`src/hw/rtl/urelay_pkg.sv`:
```
`timescale 1ns / 1ps
// ----------------------------------------------------------------------------
// urelay_pkg
// shared types and command codes for the serial-to-spi motion command relay
// ----------------------------------------------------------------------------
package urelay_pkg;

  // host and slave command bytes
  localparam logic [7:0] CmdStart   = 8'd13;
  localparam logic [7:0] CmdLoad    = 8'd17;
  localparam logic [7:0] CmdSuccess = 8'd19;
  localparam logic [7:0] CmdFailure = 8'd23;
  localparam logic [7:0] CmdStop    = 8'd29;

  // direction words sent to the slave
  localparam logic [7:0] DirForward  = 8'd5;
  localparam logic [7:0] DirBackward = 8'd7;

  // move codes
  localparam logic [7:0] MoveXFwd = 8'h01;
  localparam logic [7:0] MoveXBwd = 8'h03;
  localparam logic [7:0] MoveYFwd = 8'h04;
  localparam logic [7:0] MoveYBwd = 8'h0C;
  localparam logic [7:0] MoveZFwd = 8'h10;
  localparam logic [7:0] MoveZBwd = 8'h30;

  // number of bytes stored after load, and data words sent to the slave
  localparam logic [2:0] LoadBytes = 3'd5;

  // event kinds
  localparam logic ActHostByte = 1'b0;
  localparam logic ActSpiDone  = 1'b1;

  // axis select codes
  localparam logic [1:0] AxisNone = 2'd0;
  localparam logic [1:0] AxisX    = 2'd1;
  localparam logic [1:0] AxisY    = 2'd2;
  localparam logic [1:0] AxisZ    = 2'd3;

  // one result beat
  typedef struct packed {
    logic       spi_send;
    logic [7:0] spi_byte;
    logic       host_send;
    logic [7:0] host_byte;
    logic [1:0] axis_select;
    logic       led_pulse;
  } res_t;

endpackage

```
`src/hw/rtl/uart_to_spi_motion_command_relay.sv`:
```
`timescale 1ns / 1ps
// ----------------------------------------------------------------------------
// uart_to_spi_motion_command_relay
// bridges host serial command bytes to motor-slave spi transfers
// ----------------------------------------------------------------------------
// Each input beat is one event: a host byte received (action 0) or an spi
// transfer complete carrying the byte the slave shifted back (action 1).
// Every input beat yields exactly one result beat. The block takes one beat
// per cycle while the output side is not stalled; a beat sits in the input
// register, is decoded against the relay state in a single pass, and lands in
// the result register. Under back-pressure the result register holds, and the
// input register holds once it has a beat; the input side keeps accepting
// whenever the result register frees up in the same cycle. No configuration,
// no memories, no clearing pass after reset.
// ----------------------------------------------------------------------------
module uart_to_spi_motion_command_relay (
  input  logic       clk_i,
  input  logic       rst_ni,
  // event beats
  input  logic       in_valid_i,
  output logic       in_ready_o,
  input  logic       action_i,
  input  logic [7:0] byte_in_i,
  // result beats
  output logic       out_valid_o,
  input  logic       out_ready_i,
  output logic       spi_send_o,
  output logic [7:0] spi_byte_o,
  output logic       host_send_o,
  output logic [7:0] host_byte_o,
  output logic [1:0] axis_select_o,
  output logic       led_pulse_o
);
  import urelay_pkg::*;

  // input register
  logic       in_valid_q;
  logic       action_q;
  logic [7:0] byte_q;

  // result register
  logic       out_valid_q;
  res_t       res_q;
  res_t       res_d;

  // the held event moves on when the result register is free or draining
  logic       advance;

  assign advance    = in_valid_q && (!out_valid_q || out_ready_i);
  assign in_ready_o = !in_valid_q || advance;

  always_ff @(posedge clk_i or negedge rst_ni) begin
    if (!rst_ni) begin
      in_valid_q <= 1'b0;
    end else if (in_ready_o) begin
      in_valid_q <= in_valid_i;
    end
  end

  // payload only loads on an accepted beat
  always_ff @(posedge clk_i) begin
    if (in_valid_i && in_ready_o) begin
      action_q <= action_i;
      byte_q   <= byte_in_i;
    end
  end

  // decode and state update, committed only when the event advances
  urelay_core u_core (
    .clk_i     (clk_i),
    .rst_ni    (rst_ni),
    .step_en_i (advance),
    .action_i  (action_q),
    .byte_in_i (byte_q),
    .res_o     (res_d)
  );

  always_ff @(posedge clk_i or negedge rst_ni) begin
    if (!rst_ni) begin
      out_valid_q <= 1'b0;
    end else if (advance) begin
      out_valid_q <= 1'b1;
    end else if (out_ready_i) begin
      out_valid_q <= 1'b0;
    end
  end

  always_ff @(posedge clk_i) begin
    if (advance) begin
      res_q <= res_d;
    end
  end

  assign out_valid_o   = out_valid_q;
  assign spi_send_o    = res_q.spi_send;
  assign spi_byte_o    = res_q.spi_byte;
  assign host_send_o   = res_q.host_send;
  assign host_byte_o   = res_q.host_byte;
  assign axis_select_o = res_q.axis_select;
  assign led_pulse_o   = res_q.led_pulse;

endmodule

```
`src/hw/rtl/urelay_core.sv`:
```
`timescale 1ns / 1ps
// ----------------------------------------------------------------------------
// urelay_core
// relay state and single-pass event decode, one event per enabled cycle
// ----------------------------------------------------------------------------
module urelay_core (
  input  logic               clk_i,
  input  logic               rst_ni,
  input  logic               step_en_i,
  input  logic               action_i,
  input  logic [7:0]         byte_in_i,
  output urelay_pkg::res_t   res_o
);
  import urelay_pkg::*;

  logic       loading_q, loading_d;
  logic [2:0] load_count_q, load_count_d;
  logic       move_active_q, move_active_d;
  logic       header_pending_q, header_pending_d;
  logic [2:0] send_count_q, send_count_d;
  logic       start_pending_q, start_pending_d;
  logic       stop_pending_q, stop_pending_d;
  logic [7:0] move_code_q, move_code_d;
  logic [7:0] rate_word_q, rate_word_d;
  logic [7:0] motor_low_a_q, motor_low_a_d;
  logic [7:0] motor_low_b_q, motor_low_b_d;
  logic [7:0] motor_high_word_q, motor_high_word_d;
  logic [7:0] move_direction_q, move_direction_d;
  logic [1:0] active_axis_q, active_axis_d;

  always_comb begin
    loading_d         = loading_q;
    load_count_d      = load_count_q;
    move_active_d     = move_active_q;
    header_pending_d  = header_pending_q;
    send_count_d      = send_count_q;
    start_pending_d   = start_pending_q;
    stop_pending_d    = stop_pending_q;
    move_code_d       = move_code_q;
    rate_word_d       = rate_word_q;
    motor_low_a_d     = motor_low_a_q;
    motor_low_b_d     = motor_low_b_q;
    motor_high_word_d = motor_high_word_q;
    move_direction_d  = move_direction_q;
    active_axis_d     = active_axis_q;

    res_o = '0;

    if (action_i == ActHostByte) begin
      if (loading_q) begin
        unique case (load_count_q)
          3'd5: begin
            move_code_d  = byte_in_i;
            load_count_d = 3'd4;
          end
          3'd4: begin
            rate_word_d  = byte_in_i;
            load_count_d = 3'd3;
          end
          3'd3: begin
            motor_low_a_d = byte_in_i;
            load_count_d  = 3'd2;
          end
          3'd2: begin
            motor_low_b_d = byte_in_i;
            load_count_d  = 3'd1;
          end
          3'd1: begin
            motor_high_word_d = byte_in_i;
            loading_d         = 1'b0;
            load_count_d      = 3'd0;
            start_pending_d   = 1'b0;
            stop_pending_d    = 1'b0;
            move_active_d     = 1'b1;
            header_pending_d  = 1'b1;
            send_count_d      = LoadBytes;
            active_axis_d     = AxisNone;
            res_o.spi_send    = 1'b1;
          end
          default: begin
            loading_d    = 1'b0;
            load_count_d = 3'd0;
          end
        endcase
      end else if (byte_in_i == CmdStop || byte_in_i == CmdStart) begin
        // abandon any running sequence, queue the command
        move_active_d    = 1'b0;
        header_pending_d = 1'b0;
        send_count_d     = 3'd0;
        active_axis_d    = AxisNone;
        start_pending_d  = (byte_in_i == CmdStart);
        stop_pending_d   = (byte_in_i == CmdStop);
        res_o.spi_send   = 1'b1;
      end else if (byte_in_i == CmdLoad) begin
        loading_d       = 1'b1;
        load_count_d    = LoadBytes;
        res_o.led_pulse = 1'b1;
      end
      res_o.axis_select = active_axis_d;
    end else begin
      res_o.led_pulse   = 1'b1;
      res_o.axis_select = active_axis_q;
      if (move_active_q) begin
        if (header_pending_q) begin
          unique case (move_code_q)
            MoveXFwd: begin
              active_axis_d    = AxisX;
              move_direction_d = DirForward;
            end
            MoveXBwd: begin
              active_axis_d    = AxisX;
              move_direction_d = DirBackward;
            end
            MoveYFwd: begin
              active_axis_d    = AxisY;
              move_direction_d = DirForward;
            end
            MoveYBwd: begin
              active_axis_d    = AxisY;
              move_direction_d = DirBackward;
            end
            MoveZFwd: begin
              active_axis_d    = AxisZ;
              move_direction_d = DirForward;
            end
            MoveZBwd: begin
              active_axis_d    = AxisZ;
              move_direction_d = DirBackward;
            end
            default: ;
          endcase
          header_pending_d  = 1'b0;
          res_o.spi_send    = 1'b1;
          res_o.spi_byte    = CmdLoad;
          res_o.axis_select = active_axis_d;
        end else begin
          unique case (send_count_q)
            3'd5: begin
              res_o.spi_send = 1'b1;
              res_o.spi_byte = move_direction_q;
              send_count_d   = 3'd4;
            end
            3'd4: begin
              res_o.spi_send = 1'b1;
              res_o.spi_byte = rate_word_q;
              send_count_d   = 3'd3;
            end
            3'd3: begin
              res_o.spi_send = 1'b1;
              res_o.spi_byte = motor_low_a_q;
              send_count_d   = 3'd2;
            end
            3'd2: begin
              res_o.spi_send = 1'b1;
              res_o.spi_byte = motor_low_b_q;
              send_count_d   = 3'd1;
            end
            3'd1: begin
              // last word out, axis still shown on this beat
              res_o.spi_send   = 1'b1;
              res_o.spi_byte   = motor_high_word_q;
              res_o.host_send  = 1'b1;
              res_o.host_byte  = (byte_in_i == CmdSuccess) ? CmdSuccess : CmdFailure;
              move_active_d    = 1'b0;
              header_pending_d = 1'b0;
              send_count_d     = 3'd0;
              active_axis_d    = AxisNone;
            end
            default: begin
              move_active_d     = 1'b0;
              header_pending_d  = 1'b0;
              send_count_d      = 3'd0;
              active_axis_d     = AxisNone;
              res_o.axis_select = AxisNone;
            end
          endcase
        end
      end else if (start_pending_q) begin
        start_pending_d = 1'b0;
        res_o.spi_send  = 1'b1;
        res_o.spi_byte  = CmdStart;
      end else if (stop_pending_q) begin
        stop_pending_d = 1'b0;
        res_o.spi_send = 1'b1;
        res_o.spi_byte = CmdStop;
      end
    end
  end

  always_ff @(posedge clk_i or negedge rst_ni) begin
    if (!rst_ni) begin
      loading_q         <= 1'b0;
      load_count_q      <= 3'd0;
      move_active_q     <= 1'b0;
      header_pending_q  <= 1'b0;
      send_count_q      <= 3'd0;
      start_pending_q   <= 1'b0;
      stop_pending_q    <= 1'b0;
      move_code_q       <= 8'd0;
      rate_word_q       <= 8'd0;
      motor_low_a_q     <= 8'd0;
      motor_low_b_q     <= 8'd0;
      motor_high_word_q <= 8'd0;
      move_direction_q  <= 8'd0;
      active_axis_q     <= AxisNone;
    end else if (step_en_i) begin
      loading_q         <= loading_d;
      load_count_q      <= load_count_d;
      move_active_q     <= move_active_d;
      header_pending_q  <= header_pending_d;
      send_count_q      <= send_count_d;
      start_pending_q   <= start_pending_d;
      stop_pending_q    <= stop_pending_d;
      move_code_q       <= move_code_d;
      rate_word_q       <= rate_word_d;
      motor_low_a_q     <= motor_low_a_d;
      motor_low_b_q     <= motor_low_b_d;
      motor_high_word_q <= motor_high_word_d;
      move_direction_q  <= move_direction_d;
      active_axis_q     <= active_axis_d;
    end
  end

  a_loading_count : assert property (@(posedge clk_i) disable iff (!rst_ni)
    loading_q |-> load_count_q != 3'd0)
    else $error("loading with empty byte count");

  a_idle_no_axis : assert property (@(posedge clk_i) disable iff (!rst_ni)
    !move_active_q |-> (active_axis_q == AxisNone) && !header_pending_q
                       && (send_count_q == 3'd0))
    else $error("sequence state left over while idle");

  a_one_pending : assert property (@(posedge clk_i) disable iff (!rst_ni)
    !(start_pending_q && stop_pending_q))
    else $error("start and stop both pending");

  a_last_word_ends : assert property (@(posedge clk_i) disable iff (!rst_ni)
    step_en_i && (action_i == ActSpiDone) && move_active_q && !header_pending_q
    && (send_count_q == 3'd1) |=> !move_active_q && (active_axis_q == AxisNone))
    else $error("sequence did not end after last word");

  a_reply_with_word : assert property (@(posedge clk_i) disable iff (!rst_ni)
    step_en_i && res_o.host_send |-> res_o.spi_send && (action_i == ActSpiDone))
    else $error("host reply without last slave word");

endmodule
```
`config.mk`:
```
export PLATFORM = sky130hd
export DESIGN_NAME = uart_to_spi_motion_command_relay
export DESIGN_NICKNAME = d
export VERILOG_FILES = /design/src/hw/rtl/urelay_pkg.sv /design/src/hw/rtl/uart_to_spi_motion_command_relay.sv /design/src/hw/rtl/urelay_core.sv
export SDC_FILE = /design/constraint.sdc
export NUM_CORES = 1
export LEC_CHECK = 0
export ABC_AREA = 0
export BUFFER_PORTS_ARGS = -buffer_cell sky130_fd_sc_hd__buf_2
export CORE_ASPECT_RATIO = 1.2
export CORE_MARGIN = 5
export CORE_UTILIZATION = 45
export DETAILED_ROUTE_END_ITERATION = 12
export HOLD_SLACK_MARGIN = 0.12
export PLACE_DENSITY = 0.66
export SYNTH_ARGS = -nofsm -noshare
export SYNTH_HDL_FRONTEND = slang
export SYNTH_SLANG_ARGS = --single-unit
```
`constraint.sdc`:
```
create_clock -name clk_i -period 3.2 [get_ports clk_i]
set_clock_uncertainty 0.2 [all_clocks]
set_input_delay 0.32 -clock clk_i [delete_from_list [all_inputs] [get_ports clk_i]]
set_output_delay 0.32 -clock clk_i [all_outputs]
set_load 0.1 [all_outputs]
```
## After elaboration in Yosys (flattened, before gate mapping)

Cells that the tools add are included.

- Register bits: 93
- Bits of input ports: 13
- Logic and storage cells: 150
- Output and inout bits: 23

- Bitwise logic cells: 3
- Reduce and logical (&&, ||, !) cells: 35
- Equality and inequality tests: 27
- Muxes and demuxes: 61

Operators with widths:

| operator | number |
|---|---|
| 9-bit 2-to-1 mux | 5 |
| 9-bit one-hot mux with 5 select lines | 1 |
| 3-bit 2-to-1 mux | 11 |
| 8-bit by 5-bit == test with 1-bit output, second input constant | 4 |
| 4-bit AND reduction | 8 |
| 1-bit 2-to-1 mux | 30 |
| 3-bit one-hot mux with 4 select lines | 2 |
| 2-bit 2-to-1 mux | 10 |
| 8-bit by 4-bit == test with 1-bit output, second input constant | 2 |
| 8-bit one-hot mux with 2 select lines | 1 |
| 5-bit AND reduction | 3 |
| 3-bit by 2-bit == test with 1-bit output, second input constant | 4 |
| 3-bit == test, second input constant | 4 |
| 4-bit OR reduction | 3 |
| 3-bit OR reduction | 3 |
| 8-bit by 1-bit == test with 1-bit output, second input constant | 1 |
| 8-bit by 2-bit == test with 1-bit output, second input constant | 1 |
| 8-bit by 3-bit == test with 1-bit output, second input constant | 1 |
| 8-bit by 6-bit == test with 1-bit output, second input constant | 1 |
| 3-bit by 1-bit == test with 1-bit output, second input constant | 2 |
| 2-bit != test, second input constant | 3 |
| 2-bit one-hot mux with 3 select lines | 1 |
| 3-bit AND reduction | 2 |
| 2-bit nonzero test | 3 |
| other kinds (11) | 20 |

## Depth between registers and ports, before layout

Gate-level depths: netlist of run 1.

- Word-level depth: 6
- Mapped depth: 6

## Cells and area by module

From an unflattened synthesis of run 1, not the netlist that was laid out.

- Cell total of the unflattened synthesis: 324
- Area, all modules: 4,080.2 um^2

By module, submodules not included:

| module | instances | seq. area each (um^2) | cells each | area an instance (um^2) |
|---|---|---|---|---|
| urelay_core | 1 | 1,376.3 | 286 | 3,075.4 |
| uart_to_spi_motion_command_relay | 1 | 950.9 | 38 | 1,004.7 |

## Worst setup path before layout of run 1

OpenSTA, ideal clock, no wires.

- Path kind: reg-to-reg
- Start point: reg out_valid_q, in the netlist out_valid_o
- End point: reg action_q, enable pin
- Setup time: 287 ps
- Clock period less this slack: 2,971 ps
- Setup slack: 229 ps
- Data required time: 2,713 ps
- Data arrival time: 2,485 ps
- Cell stages (with the launch flop): 3
- Cells stage by stage: dfrtp_1 nand3b_1 and2_1

- Longest elaborated chain between the ends: 5

RTL lines:

| element | RTL line | RTL |
|---|---|---|
| from (decl) | uart_to_spi_motion_command_relay.sv:42 | `logic out_valid_q;` |
| from (signal assigned) | uart_to_spi_motion_command_relay.sv:80 | `out_valid_q <= 1'b0;` |
| from (signal assigned) | uart_to_spi_motion_command_relay.sv:82 | `out_valid_q <= 1'b1;` |
| from (signal assigned) | uart_to_spi_motion_command_relay.sv:84 | `out_valid_q <= 1'b0;` |
| 1-bit zero test | uart_to_spi_motion_command_relay.sv:49 | `assign advance = in_valid_q && (!out_valid_q \|\| out_ready_i);` |
| 1-bit logical OR | uart_to_spi_motion_command_relay.sv:49 |  |
| 1-bit logical AND | uart_to_spi_motion_command_relay.sv:49 |  |
| 1-bit logical OR | uart_to_spi_motion_command_relay.sv:50 | `assign in_ready_o = !in_valid_q \|\| advance;` |
| net in_ready_o | uart_to_spi_motion_command_relay.sv:21 | `output logic in_ready_o,` |
| 1-bit logical AND | uart_to_spi_motion_command_relay.sv:62 | `if (in_valid_i && in_ready_o) begin` |
| to (signal assigned) | uart_to_spi_motion_command_relay.sv:63 | `action_q <= action_i;` |
| to (decl) | uart_to_spi_motion_command_relay.sv:38 | `logic action_q;` |

The timed path passes the listed nets, and every way through them passes these cells.
A chain may end at the register's enable or synchronous reset.

## Final worst setup path of run 1

- Start point: reg u_core.send_count_q[1]
- End point: reg res_q (netlist bit spi_byte_o[3]), data pin

- Longest elaborated chain between the ends: 4

RTL lines:

| element | RTL line | RTL |
|---|---|---|
| from (decl) | urelay_core.sv:20 | `logic [2:0] send_count_q, send_count_d;` |
| from (signal assigned) | urelay_core.sv:211 | `send_count_q <= send_count_d;` |
| 3-bit by 1-bit == test with 1-bit output, or another cell as far along | urelay_core.sv:137 | `unique case (send_count_q)` |
| 9-bit one-hot mux with 5 select lines * | urelay_core.sv:137 |  |
| 9-bit 2-to-1 mux * | urelay_core.sv:104 | `if (header_pending_q) begin` |
| 9-bit 2-to-1 mux * | urelay_core.sv:103 | `if (move_active_q) begin` |
| to (signal assigned) | uart_to_spi_motion_command_relay.sv:90 | `res_q <= res_d;` |
| to (decl) | uart_to_spi_motion_command_relay.sv:43 | `res_t res_q;` |

Every way passes the cells marked *; elsewhere a longest branch is shown, timed or not.

==> results of run 1 <==
## routing by layer
layer | routed length [um] | up-vias | global-route usage [%]
met5 | 0 | - | 0
met3 | 395 | 17 | 2.65
met4 | 239 | 0 | 9.15
met1 | 3580 | 1235 | 22.1
li1 | - | 1189 | -
met2 | 4150 | 88 | 28.1
## state kept, by name, indices dropped and copies added (netlist names), 2 cells and up
name,count
byte_q,8
spi_byte_o,8
u_core.motor_high_word_q,8
u_core.motor_low_a_q,8
u_core.motor_low_b_q,8
u_core.move_code_q,8
u_core.rate_word_q,8
u_core.load_count_q,3
u_core.send_count_q,3
axis_select_o,2
host_byte_o,2
u_core.active_axis_q,2
u_core.move_direction_q,2
## report_power, final
part | internal [W] | switching (W) | total, W
Combinational | 0.0000457 | 0.000191 | 0.000237
Clock | 0.000527 | 0.000371 | 0.000898
Sequential | 0.00109 | 0.0000324 | 0.00113
Total | 0.00167 | 0.000595 | 0.00226
## per-stage QoR
stage / power, W / cells / setup WS, ns / cell area, um2
after floorplan: 0.00132 / 301 / 0.229 / 3790
after global placement: 0.00137 / 429 / 0.822 / 4010
after detailed placement: 0.00137 / 429 / 0.808 / 4010
after CTS: 0.00228 / 457 / 0.795 / 4380
after global routing: 0.00234 / 457 / 0.566 / 4380
final: 0.00226 / 457 / 0.794 / 4380
## cells by family (layout without fill, tap and decap cells)
group	after synthesis	after routing	synth area share (%)
AOI/OAI and AO/OA	57	57	11.6
other	1	4	0.0991
muxes	50	50	14.6
and+or+nand+nor	80	80	13.1
buffers and inverters	28	70	3.61
xor gates and xnor gates	1	1	0.232
DFF	81	81	56.8
## layout by cell type (no fill, tap or decap), drive strengths merged, types with 3 or more instances in the layout
master / count
a21o: 3
a21oi: 8
a221o: 4
a22oi: 4
a31oi: 3
a32o: 5
and3: 8
buf: 35
clkbuf: 12
conb: 4
dfrtp: 57
dlygate4sd3: 12
edfxtp: 24
inv: 7
mux2: 42
mux2i: 8
nand2: 9
nand2b: 5
nand3: 6
nand3b: 5
nor2: 16
nor2b: 7
nor3: 4
nor3b: 3
nor4: 3
o21a: 3
o21ai: 5
o22a: 4
or2: 5
or3: 3
## final timing paths
path | start | end | slack (ns) | cells past startpoint
setup / recovery | u_core.send_count_q[1] | spi_byte_o[3] | 0.79 | 4
hold reg to reg | u_core.motor_high_word_q[2] | u_core.motor_high_word_q[2] | 0.31 | 1
max in group asynchronous | rst_ni | u_core.motor_low_b_q[0] | 1.75 | 3
setup reg to reg | u_core.send_count_q[1] | spi_byte_o[3] | 0.79 | 4
hold / removal | out_ready_i | out_valid_o | 0.29 | 3
min in group asynchronous | rst_ni | u_core.load_count_q[2] | 0.30 | 2
## worst reg2reg max path, cell delays in order (launching register included)
cell	delay, ns
dfrtp_1	0.75
nor2b_1	0.70
a22oi_1	0.22
o22a_1	0.22
o21ai_0	0.15
## cell type report
type / instances / area, um2 / area share, %
flip-flops and latches: 81 / 2150 / 49.0
multi-input cells: 192 / 1510 / 34.5
repair buffers: 47 / 305 / 6.97
clock buffers: 12 / 176 / 4.03
well taps: 114 / 143 / 3.26
clock inverters: 4 / 71.3 / 1.63
inverters: 7 / 26.3 / 0.600
==> flow_summary_export.csv, run 1 <==
group,metric,value,unit
power,ir_drop,0.308,mV
timing,slew_headroom,49.0,%
yosys,seq_area_frac_synth,56.8,%
yosys,syn_area,3780,um2
clock_tree,hold_buffers,12,
route,drt_wl_total,8360,um
route,post_drt_wl_per_cell,18.3,um
yosys,synth-edff-count,24,
worst_setup_path,cpLargestDelayFamily,"flip-flops",
die,die_w,93.7,um
yosys,avgSynthCellArea,12.7,um2
worst_setup_path,cp-start-kind,"register",
die,ios,36,
yosys,ys_top_cells_by_area,"dfrtp_1 38%, edfxtp_1 19%, mux2_2 13%, mux2i_1 2.1%, nor2_1 1.6%",
yosys,synth_most_common_cell,"dfrtp_1",
route,first_pass_iters,4,
timing,min_period_over_period,75.2,%
yosys,ys_ff_latch,81,
clock_tree,cts.path.max_buffers,2,
worst_setup_path,path_cells,"nor2b_1, a22oi_1, o22a_1, o21ai_0",
layout,fillerInstances,708,
route,vias_per_cell,5.53,
clock_tree,htreeDepth,3,
timing,period_minus_slack,2.41,ns
route,drt-initial-drc-count,134,
run_status,outcome,"finished clean",
placed_design,gp_congestion,0.949,
worst_setup_path,crit_type,"reg2reg",
yosys,synth.top_cell.area_share,37.7,%
worst_setup_path,cp-end-kind,"register",
clock_tree,cts_setup_buffers,0,
clock_tree,clock_latency,0.36,ns
placed_design,dp_hpwl,6000,um
route,vias,2529,
layout,drive_gt1_share,30.0,%
global_route,grt_usage,17.3,%
die,dieArea,10300,um2
power,power_density,516,nW/um2
yosys,async_flop_share,70.4,%
worst_setup_path,crit_buf_inv,0,
die,die_y,110,um
yosys,yosysTopAreaCell,"dfrtp_1",
yosys,synth_top_flop_cell,"dfrtp_1",
global_route,grt_max_degree,27,
yosys,ys_types,52,
placed_design,io_buffers,31,
layout,area_growth,15.8,%
yosys,yosys_warnings,0,
die,rows,36,
timing,grt_setup_unrepaired,"no",
global_route,antenna_found_initial,0,
worst_setup_path,cpPeakStageDelay,0.75,ns
clock_tree,cts-buffers-inserted,9,
power,leakagePower,1.92,nW
layout,layout.nets,351,
layout,post-route-util,53.7,%
global_route,grt_pass1_vias,2562,
global_route,grt_first_pass_wirelength,13600,um
timing,slew_viol_final,0,
route,post-route-drc-count,0,
timing,fmax,0.416,GHz
worst_hold_path,hold_path_class,"in2reg",
die,fp.coreArea,8150,um2
yosys,synth_common_cells,"57 x dfrtp_1, 42 x mux2_2, 24 x edfxtp_1",
worst_setup_path,cp_max_fo,16,
yosys,synthCells,298,
global_route,overflow,0,
worst_setup_path,cp.required,3.20,ns
clock_tree,cts.repair.resized,0,
clock_tree,clock_sinks,81,
timing,finalSetupViolations,0,
die,start_util,46.4,%
run,drv_cap,0,
clock_tree,clk_pin_slew,0.08,ns
worst_setup_path,crit_arrival,2.41,ns
clock_tree,cts_tree,"built",
timing,fin_setup_tns,0,ns
route,ant_nets,0,
timing,holdWs,0.294,ns
timing,worst-slew-pin-transition,0.764,ns
clock_tree,clockRootBuffer,"clkbuf_8",
layout,n_antenna_cell,0,
timing,final_hold_viol_count,0,
worst_setup_path,cpMaxStageDelayCell,"dfrtp_1",
No activity file was read; power rests on OpenSTA's default activity.
==> run 2: changes to the inputs <==
--- a/config.mk
+++ b/config.mk
@@ -12,7 +12,7 @@
 export CORE_UTILIZATION = 45
 export DETAILED_ROUTE_END_ITERATION = 12
 export HOLD_SLACK_MARGIN = 0.12
-export PLACE_DENSITY = 0.66
+export PLACE_DENSITY = 0.69
 export SYNTH_ARGS = -nofsm -noshare
 export SYNTH_HDL_FRONTEND = slang
 export SYNTH_SLANG_ARGS = --single-unit
==> constraint.sdc (replaced) <==
create_clock -name clk_i -period 2 [get_ports clk_i]
set_clock_uncertainty 0.2 [all_clocks]
set_input_delay 0.2 -clock clk_i [delete_from_list [all_inputs] [get_ports clk_i]]
set_output_delay 0.2 -clock clk_i [all_outputs]
set_load 0.1 [all_outputs]
==> run 2 against run 1 <==
Wire length rose by 2.2%. Total power rose by 59%. Critical path depth unchanged. Sequential power rose by 57%.
==> flow_summary_export.csv, run 2 (synthesis gave the netlist of run 1 again) <==
group,metric,value,unit
layout,layout_commonest_cell,"dfrtp_1",
route,met1_length,3520,um
worst_setup_path,cp_max_fo,3,
die,fp.coreArea,8150,um2
worst_setup_path,cp-start-kind,"register",
clock_tree,cts-buffers-inserted,9,
route,drt-initial-drc-count,171,
worst_hold_path,hold_path_class,"in2async",
clock_tree,clk_pin_slew,0.08,ns
layout,drive_gt1_share,39.2,%
layout,layout.nets,391,
worst_setup_path,cp.required,2.05,ns
worst_setup_path,cpMaxStageDelayCell,"edfxtp_1",
die,die_y,110,um
power,design_power_total,0.00360,W
timing,period_minus_slack,1.92,ns
clock_tree,clockRootBuffer,"clkbuf_8",
timing,final_hold_viol_count,0,
route,ant_nets,0,
clock_tree,htreeDepth,3,
timing,fin_setup_tns,0,ns
layout,final_cell_mix,"56 x dfrtp_1, 42 x mux2_2, 37 x buf_4",
placed_design,io_buffers,31,
die,rows,36,
route,met3_length,471,um
power,leakagePower,2.15,nW
timing,finalSetupViolations,0,
power,power_density,755,nW/um2
timing,finalWorstSetupSlack,0.0783,ns
power,ir_drop,0.385,mV
route,routed.top_layer,"met4",
layout,n_antenna_cell,0,
run,drv_cap,0,
clock_tree,cts_tree,"built",
global_route,antenna_found_initial,0,
route,drt_wl_total,8550,um
placed_design,place_ws,0.0111,ns
timing,fmax,0.520,GHz
worst_setup_path,path_cells,"nor4b_4, nand3_1, or3_1, a311o_1",
route,vias_per_cell,5.46,
global_route,grt_first_pass_wirelength,14000,um
route,post-route-drc-count,0,
worst_setup_path,crit_arrival,1.97,ns
placed_design,dp_hpwl,6170,um
worst_setup_path,cpPeakStageDelay,0.43,ns
run_status,outcome,"finished clean",
route,vias,2715,
global_route,grt_pass1_vias,2700,
global_route,overflow,0,
die,start_util,46.4,%
layout,fillerInstances,654,
placed_design,placed_area,4360,um2
clock_tree,clock_latency,0.36,ns
die,die_w,93.7,um
worst_setup_path,cpLargestDelayFamily,"simple AND/OR/NAND/NOR gates",
global_route,grt_usage,17.7,%
layout,area_growth,26.2,%
timing,slew_viol_final,0,
die,dieArea,10300,um2
timing,min_period_over_period,96.1,%
worst_setup_path,crit_buf_inv,0,
route,post_drt_wl_per_cell,17.2,um
die,ios,36,
route,wl_met2,4320,um
worst_setup_path,crit_type,"reg2reg",
route,first_pass_iters,5,
layout,final_cell_area,4770,um2
clock_tree,clock_sinks,81,
worst_setup_path,cp-end-kind,"register",
global_route,grt_max_degree,58,
clock_tree,cts.path.max_buffers,2,
placed_design,gp_congestion,0.903,
layout,post-route-util,58.5,%
run 2: changes by cell type in the layout (fill, tap and decap cells not counted), sizes merged:
cell	delta
clkinv	+1
dlygate4sd3	+1
buf	+39
clkbuf	-1
run 2: tightest hold or removal path, cell delays in order:
cell and delay, ns:
dlygate4sd3_1 0.52, buf_2 0.12, buf_12 0.27
run 2: cell type report:
| cell class | count | area [um2] | share of cell area (%) |
|---|---|---|---|
| clock buffer | 11 | 151 | 3.17 |
| clock inverter | 5 | 77.6 | 1.63 |
| inverter | 7 | 26.3 | 0.551 |
| multi-input combinational | 192 | 1550 | 32.5 |
| sequential | 81 | 2150 | 45.1 |
| tap | 114 | 143 | 2.99 |
| timing repair buffer | 87 | 674 | 14.1 |
run 2: path summary, 6_finish.rpt:
| path | from | to | slack [ns] | cells past startpoint |
|---|---|---|---|---|
| max | byte_q[5] | u_core.load_count_q[1] | 0.08 | 4 |
| min | rst_ni | u_core.load_count_q[2] | 0.16 | 3 |
| max reg2reg | byte_q[5] | u_core.load_count_q[1] | 0.08 | 4 |
| min reg2reg | u_core.motor_low_b_q[3] | u_core.motor_low_b_q[3] | 0.31 | 1 |
| max in group asynchronous | rst_ni | u_core.motor_low_b_q[1] | 1.18 | 3 |
| min in group clk_i | u_core.motor_low_b_q[3] | u_core.motor_low_b_q[3] | 0.31 | 1 |
run 2: timing repair:
| item | 4_1_cts | 5_1_grt |
|---|---|---|
| resized for setup | 1 | 7 |
| pin swaps | 0 | 4 |
| endpoints found under the hold margin | 77 | 0 |
| hold buffers | 13 | 0 |
| buffers inserted | 0 | 2 |
| setup endpoints to repair | 1 | 29 |
run 2: power breakdown:
group | internal [W] | switching (W) | leakage (nW)
Sequential | 0.00175 | 0.0000236 | 1.03
Clock | 0.000767 | 0.000597 | 0.115
Combinational | 0.000115 | 0.000349 | 1.01
run 2: stage by stage:
stage / std cells / hold WS [ns]
3_5_place_dp: 466 / 0.0239
2_1_floorplan: 301 / -0.296
6_report: 497 / 0.157
5_1_grt: 497 / 0.208
3_3_place_gp: 466 / 0.0225
4_1_cts: 495 / 0.154
run 2: per-layer routing:
| layer | up-vias | global-route usage, % |
|---|---|---|
| met5 | - | 0 |
| met1 | 1356 | 22.0 |
| met3 | 17 | 4.29 |
| li1 | 1262 | - |
| met2 | 80 | 28.7 |
| met4 | 0 | 8.19 |
==> run 3: changes to the inputs <==
--- a/config.mk
+++ b/config.mk
@@ -9,10 +9,10 @@
 export BUFFER_PORTS_ARGS = -buffer_cell sky130_fd_sc_hd__buf_2
 export CORE_ASPECT_RATIO = 1.2
 export CORE_MARGIN = 5
-export CORE_UTILIZATION = 45
+export CORE_UTILIZATION = 40
 export DETAILED_ROUTE_END_ITERATION = 12
 export HOLD_SLACK_MARGIN = 0.12
-export PLACE_DENSITY = 0.69
+export PLACE_DENSITY = 0.63
 export SYNTH_ARGS = -nofsm -noshare
 export SYNTH_HDL_FRONTEND = slang
 export SYNTH_SLANG_ARGS = --single-unit
==> run 3 against run 2 <==
Total power rose by 10%. Cell count rose by 2.0%. Non-clock buffer count rose by 1. Core utilization fell by 6.3 points. Largest cell class unchanged. First-iteration DRC count fell by 31%. Clock power rose by 27%.
==> flow_summary_export.csv, run 3 (synthesis gave the netlist of run 1 again) <==
group,metric,value,unit
layout,fillerInstances,833,
route,drt-initial-drc-count,118,
clock_tree,clk_pin_slew,0.06,ns
placed_design,gp_congestion,0.853,
power,power_density,813,nW/um2
layout,layout.nets,392,
timing,grt_setup_unrepaired,"yes",
worst_setup_path,cp_max_fo,3,
clock_tree,clock_latency,0.34,ns
layout,drive_gt1_share,38.8,%
timing,finalWorstSetupSlack,0.0630,ns
worst_setup_path,cpPeakStageDelay,0.39,ns
placed_design,io_buffers,31,
layout,area_growth,29.3,%
worst_hold_path,hold_path_class,"in2async",
placed_design,dp_cells,477,
layout,final_cell_mix,"56 x dfrtp_1, 42 x mux2_2, 38 x buf_4",
route,vias_per_cell,5.32,
layout,layout_commonest_cell,"dfrtp_1",
route,drt_wl_total,8860,um
clock_tree,cts-buffers-inserted,9,
clock_tree,clock_sinks,81,
power,ir_drop,0.475,mV
placed_design,place_ws,0.00653,ns
clock_tree,clockRootBuffer,"clkbuf_16",
clock_tree,cts_tree,"built",
global_route,grt_first_pass_wirelength,14800,um
global_route,grt_usage,16.8,%
route,first_pass_iters,4,
run,drv_cap,0,
die,fp.coreArea,9370,um2
route,vias,2698,
worst_setup_path,crit_arrival,1.82,ns
route,ant_nets,0,
layout,final_cells,507,
timing,holdWs,0.211,ns
die,start_util,40.4,%
worst_setup_path,cp-end-kind,"register",
route,post_drt_wl_per_cell,17.5,um
die,ios,36,
clock_tree,htreeDepth,3,
worst_setup_path,cpMaxStageDelayCell,"dfrtp_1",
die,rows,39,
route,post-route-drc-count,0,
die,dieArea,11500,um2
timing,finalSetupViolations,0,
power,leakagePower,2.20,nW
timing,fmax,0.516,GHz
timing,min_period_over_period,96.9,%
worst_setup_path,cp-start-kind,"register",
global_route,overflow,0,
power,design_power_total,0.00398,W
die,die_w,98.8,um
run_status,outcome,"finished clean",
timing,final_hold_viol_count,0,
worst_setup_path,cp-startpoint,"u_core.load_count_q[1]",
die,die_y,117,um
timing,period_minus_slack,1.94,ns
global_route,grt_pass1_vias,2856,
worst_setup_path,reg2reg_from,"u_core.load_count_q[1]",
placed_design,dp_hpwl,6310,um
timing,slew_viol_final,0,
worst_setup_path,crit_type,"reg2reg",
global_route,antenna_found_initial,0,
worst_setup_path,path_cells,"nor4bb_1, buf_4, a31oi_1, or2_4, a32o_1",
layout,n_antenna_cell,0,
global_route,grt_max_degree,58,
clock_tree,cts.path.max_buffers,2,
worst_setup_path,cp.required,1.88,ns
layout,post-route-util,52.2,%
## run 3: area by class of cell
type | instances | area, um2 | area share [%]
timing repair buffer | 88 | 682 | 13.9
clock inverter | 2 | 13.8 | 0.281
tap | 123 | 154 | 3.15
multi-input combinational | 192 | 1550 | 31.6
inverter | 7 | 26.3 | 0.537
sequential | 81 | 2150 | 44.0
clock buffer | 14 | 317 | 6.47
## run 3: repair_timing
item	4_1_cts	5_1_grt
endpoints found under the setup margin	1	13
hold buffers	13	0
setup buffers	1	0
cloned	0	0
pin swaps	1	1
endpoints found under the hold margin	77	0
gates resized for setup	1	6
## run 3: metal layers
layer / up-vias / track usage (%) / share of wire (%)
li1: 1271 / - / -
met1: 1326 / 19.6 / 42
met2: 79 / 28.5 / 50
met3: 22 / 3.70 / 4.8
met4: 0 / 9.93 / 3.4
met5: - / 0 / 0
## run 3: worst paths after layout
kind                                                    end  slack, ns  depth (start not counted)
max in group asynchronous       u_core.motor_high_word_q[5]       1.13                          3
worst min-delay path                            out_valid_o       0.21                          3
min in group clk_i                                 action_q       0.24                          3
worst min register to register      u_core.motor_low_a_q[3]       0.31                          1
worst max register to register             axis_select_o[0]       0.06                          5
worst max-delay path                       axis_select_o[0]       0.06                          5
## run 3: through the flow
stage | area, um2 | TNS (ns)
after floorplan | 3800 | -6.61
after global placement | 4380 | -0.0179
after detailed placement | 4380 | 0
after CTS | 4850 | 0
after global routing | 4890 | -0.0626
final | 4890 | 0
## run 3: power breakdown
group	switching (W)	internal, W	leakage [nW]
logic	0.000351	0.000116	1.01
registers	0.0000221	0.00175	1.03
clock network	0.000640	0.00109	0.165
## run 3: worst max-delay path: cells and delay by family, from the launching register on
family | cells | cell delay [ns]
buf+inv | 1 | 0.17
simple gates | 2 | 0.60
flops | 1 | 0.39
compound gates | 2 | 0.32
